## src/rtl/qrr_pkg.sv

```systemverilog
package qrr_pkg;

   localparam int ROOT_W = 34;
   localparam int OUT_DATA_W = ((2 * ROOT_W + 7) / 8) * 8;

   typedef enum logic [1:0] {
      ST_TWO_ROOTS  = 2'd0,
      ST_REPEATED   = 2'd1,
      ST_NO_REAL    = 2'd2,
      ST_A_ZERO     = 2'd3
   } status_type;

endpackage

```

## src/rtl/qrr_disc.sv

```systemverilog
module qrr_disc #(
   parameter int W = 16,
   localparam int DW = 2 * W + 2
) (
   input  logic                   clock,
   input  logic                   reset,
   input  logic                   advance,
   input  logic                   in_valid,
   input  logic signed [W-1:0]    in_a,
   input  logic signed [W-1:0]    in_b,
   input  logic signed [W-1:0]    in_c,
   output logic                   out_valid,
   output logic [DW-2:0]          out_delta,
   output logic signed [W-1:0]    out_a,
   output logic signed [W-1:0]    out_b,
   output qrr_pkg::status_type    out_status
);

   logic                  v1_ff;
   logic signed [W-1:0]   a1_ff, b1_ff;
   logic signed [2*W-1:0] bb_ff, ac_ff;

   logic                  v2_ff;
   logic [DW-2:0]         delta_ff, delta_in;
   logic signed [W-1:0]   a2_ff, b2_ff;
   qrr_pkg::status_type   status_ff, status_in;
   logic signed [DW-1:0]  delta;

   always_ff @(posedge clock) begin
      if (reset) begin
         v1_ff <= 1'b0;
         v2_ff <= 1'b0;
      end else if (advance) begin
         v1_ff <= in_valid;
         v2_ff <= v1_ff;
      end
   end

   always_ff @(posedge clock) begin
      if (advance) begin
         a1_ff <= in_a;
         b1_ff <= in_b;
         bb_ff <= in_b * in_b;
         ac_ff <= in_a * in_c;
      end
   end

   always_comb begin
      delta = DW'(bb_ff) - (DW'(ac_ff) <<< 2);
      priority if (a1_ff == '0) begin
         status_in = qrr_pkg::ST_A_ZERO;
      end else if (delta < 0) begin
         status_in = qrr_pkg::ST_NO_REAL;
      end else if (delta == '0) begin
         status_in = qrr_pkg::ST_REPEATED;
      end else begin
         status_in = qrr_pkg::ST_TWO_ROOTS;
      end
      delta_in = (delta < 0) ? '0 : delta[DW-2:0];
   end

   always_ff @(posedge clock) begin
      if (advance) begin
         delta_ff  <= delta_in;
         a2_ff     <= a1_ff;
         b2_ff     <= b1_ff;
         status_ff <= status_in;
      end
   end

   assign out_valid  = v2_ff;
   assign out_delta  = delta_ff;
   assign out_a      = a2_ff;
   assign out_b      = b2_ff;
   assign out_status = status_ff;

endmodule

```

## config.mk

```make
export PLATFORM = sky130hd
export DESIGN_NAME = qrr_disc
export DESIGN_NICKNAME = d
export VERILOG_FILES = /design/src/rtl/qrr_pkg.sv /design/src/rtl/qrr_disc.sv
export SDC_FILE = /design/constraint.sdc
export NUM_CORES = 2
export LEC_CHECK = 0
export BUFFER_PORTS_ARGS = -buffer_cell sky130_fd_sc_hd__buf_4
export CAP_MARGIN = 25
export CORE_MARGIN = 1.5
export CORE_UTILIZATION = 30
export DETAILED_ROUTE_END_ITERATION = 10
export HOLD_SLACK_MARGIN = 0.02
export PLACE_DENSITY = 0.53
export SYNTH_ARGS = -nofsm -noshare
export SYNTH_HDL_FRONTEND = slang
export SYNTH_SLANG_ARGS = --single-unit
```

## constraint.sdc

```tcl
create_clock -name clock -period 7.8 [get_ports clock]
set_input_delay 1.56 -clock clock [delete_from_list [all_inputs] [get_ports clock]]
set_output_delay 1.56 -clock clock [all_outputs]
set_load 0.01 [all_outputs]
```

# Word-level counts from Yosys, hierarchy flattened

Cells that the tools add are included.

Register bits after elaboration: 165
Output and inout bits: 68

$add $sub $neg: 1
Multipliers: 2
Order comparisons: 1
Multiplexer cells: 2
Reductions and logical operators: 3

Operators with widths:

| cell                                                | count |
|---|---|
| multiplier 16 x 16 -> 32 bit                        | 2 |
| logical NOT 34 bit                                  | 1 |
| < comparator 34 x 1 -> 1 bit, second input constant | 1 |
| subtractor 32 x 34 -> 34 bit                        | 1 |
| logical NOT 16 bit                                  | 1 |
| two-way mux 1 bit                                   | 2 |
| OR reduction 2 bit                                  | 1 |

# Logic depth before layout (Yosys ltp)

Depth after elaboration: 4
Mapped depth: 26
Gate-level depth less buffers: 25

# Worst setup path after synthesis

No wires, ideal clock.

Kind: in2reg
Start point: in in_b[1]
End point: reg bb_ff[28] (data pin)
Setup time: 0.258 ns
Arrival time: 7.532 ns
Required time: 7.542 ns
Setup slack: 0.010 ns
Stages: 24
Path through: clkbuf_1 > clkbuf_1 > nand2_1 > fa_1 > fa_1 > fa_1 > inv_1 > fa_1 > fa_1 > inv_1 > fa_1 > inv_1 > ha_1 > a21o_1 > a21o_1 > a221oi_1 > a2bb2oi_1 > o211ai_1 > nand4_1 > a21boi_0 > o41ai_2 > o21ai_0 > a21boi_1 > xnor2_1

Word-level cells in the longest chain between the ends: 1

Ends and longest elaborated chain:

| element                      | line           | RTL |
|---|---|---|
| from (decl)                  | qrr_disc.sv:10 | `input logic signed [W-1:0] in_b,` |
| multiplier 16 x 16 -> 32 bit | qrr_disc.sv:43 | `bb_ff <= in_b * in_b;` |
| to (signal assigned)         | qrr_disc.sv:43 |  |
| to (decl)                    | qrr_disc.sv:21 | `logic signed [2*W-1:0] bb_ff, ac_ff;` |

No other way between the ends.
A chain may end at the register's enable or synchronous reset.

# Final worst setup path

Start point: in in_b[9]
End point: reg bb_ff[26] (data pin)

Same word-level chain as after synthesis.

==> qor.yml <==
yosys:
  synth_edf_count: 160
  async_flop_share_pct: 0
  syn_inst: 2503
  seq_area_frac_synth_pct: 19.04
  synth_nets: 3250
  synth_ff_type: "edfxtp_1"
  avgSynthCellArea_um2: 10.17
  syn_area_um2: 25450
  yosysWarnings: 0
  ys_ff_latch: 162
  yosysUniqueCellTypes: 76
drt:
  routed_via_density: 4.438
  routed_wl_mm: 58.73
  drtPass1Iterations: 5
  wl_per_cell_um: 15.46
  drt-initial-drc-count: 736
  drtAntennaViolNets: 0
  dr_total_vias: 16850
  drc: 0
hold_path:
  holdPathStages: 0
  min_to: "out_b[5]"
  holdCritPathClass: "reg -> reg"
  min-delay-start: "b1_ff[5]"
timing:
  fmax_mhz: 135.4
  drv_slew: 0
  whs_ns: 0.4173
  rsz0062_at_grt: "false"
  setup_tns_ns: 0
  max_slew_margin_pct: 39.62
  skew_ns: 0.01294
  period_minus_slack_ns: 7.385
  setup_viol: 0
  period_share_pct: 94.68
  hold_violations: 0
  tightest_slew_ns: 0.8974
setup_path:
  crit_type: "in -> reg"
  start_kind: "input pin"
  reg2reg_slack_ns: 3.48
  crit_required_ns: 8.05
  critPathCaptureType: "flop"
  crit_path_max_fanout: 6
  reg2regPathDepth: 13
  r2r_start: "ac_ff[0]"
  r2r-end: "out_status[0]"
  crit_arrival_ns: 7.64
clock_tree:
  cts_tree: "done"
  cts_made_buffers: 17
  clk_pin_slew_ns: 0.08
  cts-root-buf: "clkbuf_16"
  ctsHoldBuffers: 0
  clock_latency_ns: 0.49
  cts-resized-gates: 0
  htreeDepth: 4
  clock_path_buffers: 2
  post_cts_buffers: 0
  cts_sinks: 162
die:
  ios: 120
  initial_utilization_pct: 30.36
  rows: 106
  core_um2: 83820
  die_width_um: 294.2
  die_area_um2: 86570
  die_h_um: 294.2
global_routing:
  grt_pass1_wl_mm: 96.83
  grt_max_degree: 88
  track_usage_pct: 14.53
  antenna_found_initial: 1
  overflow: 0
  grt_pass1_vias: 18200
placement:
  io_buffers: 118
  gp_congestion: 0.8112
  hpwl_mm: 48.62
cells_and_area:
  fin_nets: 3398
  layout-drive-gt1-share_pct: 9.422
  syn_to_final_growth_pct: 12.78
  antenna_cells: 0
flow_run:
  max-cap-violations: 0
run_status:
  status: "finished, final reports clean"
worst max path at each step:
stage,from,endpoint,slack [ns],cells past startpoint
2_1_floorplan,in_b[1],bb_ff[28],0.01,24
4_1_cts,in_b[9],bb_ff[28],0.41,24
3_3_place_gp,in_b[9],bb_ff[26],-0.15,24
3_5_place_dp,in_b[9],bb_ff[28],-0.13,24
6_report,in_b[9],bb_ff[26],0.42,24
5_1_grt,in_b[7],bb_ff[28],0.08,25
stage by stage:
stage	setup WS [ns]	cell area (µm²)	std cells	utilization [%]
3_5_place_dp	-0.1305	28060	3764	33.48
3_3_place_gp	-0.1477	28060	3764	33.48
2_1_floorplan	0.01002	25450	2503	-
5_1_grt	0.07822	28700	3798	34.24
6_report	0.4152	28700	3798	34.24
4_1_cts	0.4090	28650	3796	34.18
critical path, cell delays in order:
cell and delay [ns]:
buf_4 0.15, and2_1 0.19, fa_1 0.50, inv_1 0.06, fa_1 0.44, fa_1 0.54, inv_1 0.06, fa_1 0.48
fa_1 0.50, inv_1 0.05, fa_1 0.47, inv_1 0.04, ha_1 0.27, a21o_1 0.17, a21o_1 0.18, a221oi_1 0.43
a2bb2oi_1 0.25, o211ai_1 0.16, nand4_1 0.14, a21boi_0 0.15, o41ai_2 0.36, o21ai_0 0.20, buf_4 0.17, xnor2_1 0.11
synthesized netlist by cell type, types with 10 or more instances:
library cell  count  area share [%]
o21a_1           10            0.30
inv_1           652             9.6
nand2b_1         22            0.54
clkbuf_1         61            0.90
nor3_1           18            0.35
nor2_1          104             1.5
fa_1            497              39
o21bai_1         11            0.32
xor2_1           29             1.0
a31oi_1          10            0.25
and3_1           14            0.34
nand4_1          12            0.30
xnor2_1          72             2.5
nor2b_1          12            0.30
a21oi_1          61             1.2
nand2_1         217             3.2
edfxtp_1        160              19
o21ai_0          30            0.59
ha_1            198             9.7
a21o_1           29            0.86
and2_1          165             4.1
nand3_1          12            0.24
layout make-up:
type | instances | area [µm²]
clock buffer | 19 | 432.9
clock inverter | 13 | 157.7
inverter | 652 | 2447
multi-input combinational | 1624 | 17900
tap | 1134 | 1419
timing repair buffer | 194 | 1495
fill | 8702 | 55120
sequential | 162 | 4845
flip-flops by register name, indices dropped and copies added, names as in the netlist:
register    cells
v1_ff           1
out_a          16
a1_ff          16
out_status      2
ac_ff          32
out_valid       1
b1_ff          16
out_b          16
bb_ff          30
out_delta      32
per-layer routing:
layer,GRT usage [%],share of wire [%]
met5,0,0.015
met4,4.011,1.8
met1,19.33,45
met3,1.707,2.9
met2,24.88,50
cells by family (layout without fill, tap and decap cells):
family / count (synthesis) / count (layout) / share of synthesized area, %
buffers and inverters: 717 / 878 / 10.65
XOR/XNOR: 102 / 102 / 3.540
flip-flops: 162 / 162 / 19.04
other: 1 / 1 / 0.01474
AO/OA/AOI/OAI: 225 / 225 / 6.250
AND/OR/NAND/NOR: 598 / 598 / 11.55
adder cells (fa/ha/maj): 695 / 695 / 48.84
multiplexers: 3 / 3 / 0.1180
layout by cell type (no fill, tap or decap), types with 12 or more instances in the layout:
cell and instances:
a21o_1 29, a21oi_1 61, and2_1 165, and3_1 14, buf_4 191, clkbuf_16 17
edfxtp_1 160, fa_1 497, ha_1 198, inv_1 652, nand2_1 217, nand2b_1 22
nand3_1 12, nand4_1 12, nor2_1 104, nor2b_1 12, nor3_1 18, o21ai_0 30
xnor2_1 72, xor2_1 29
Power is left out: the tool's default activity adds up to more than one toggle a clock period on the data nets, which glitch-free logic cannot reach.
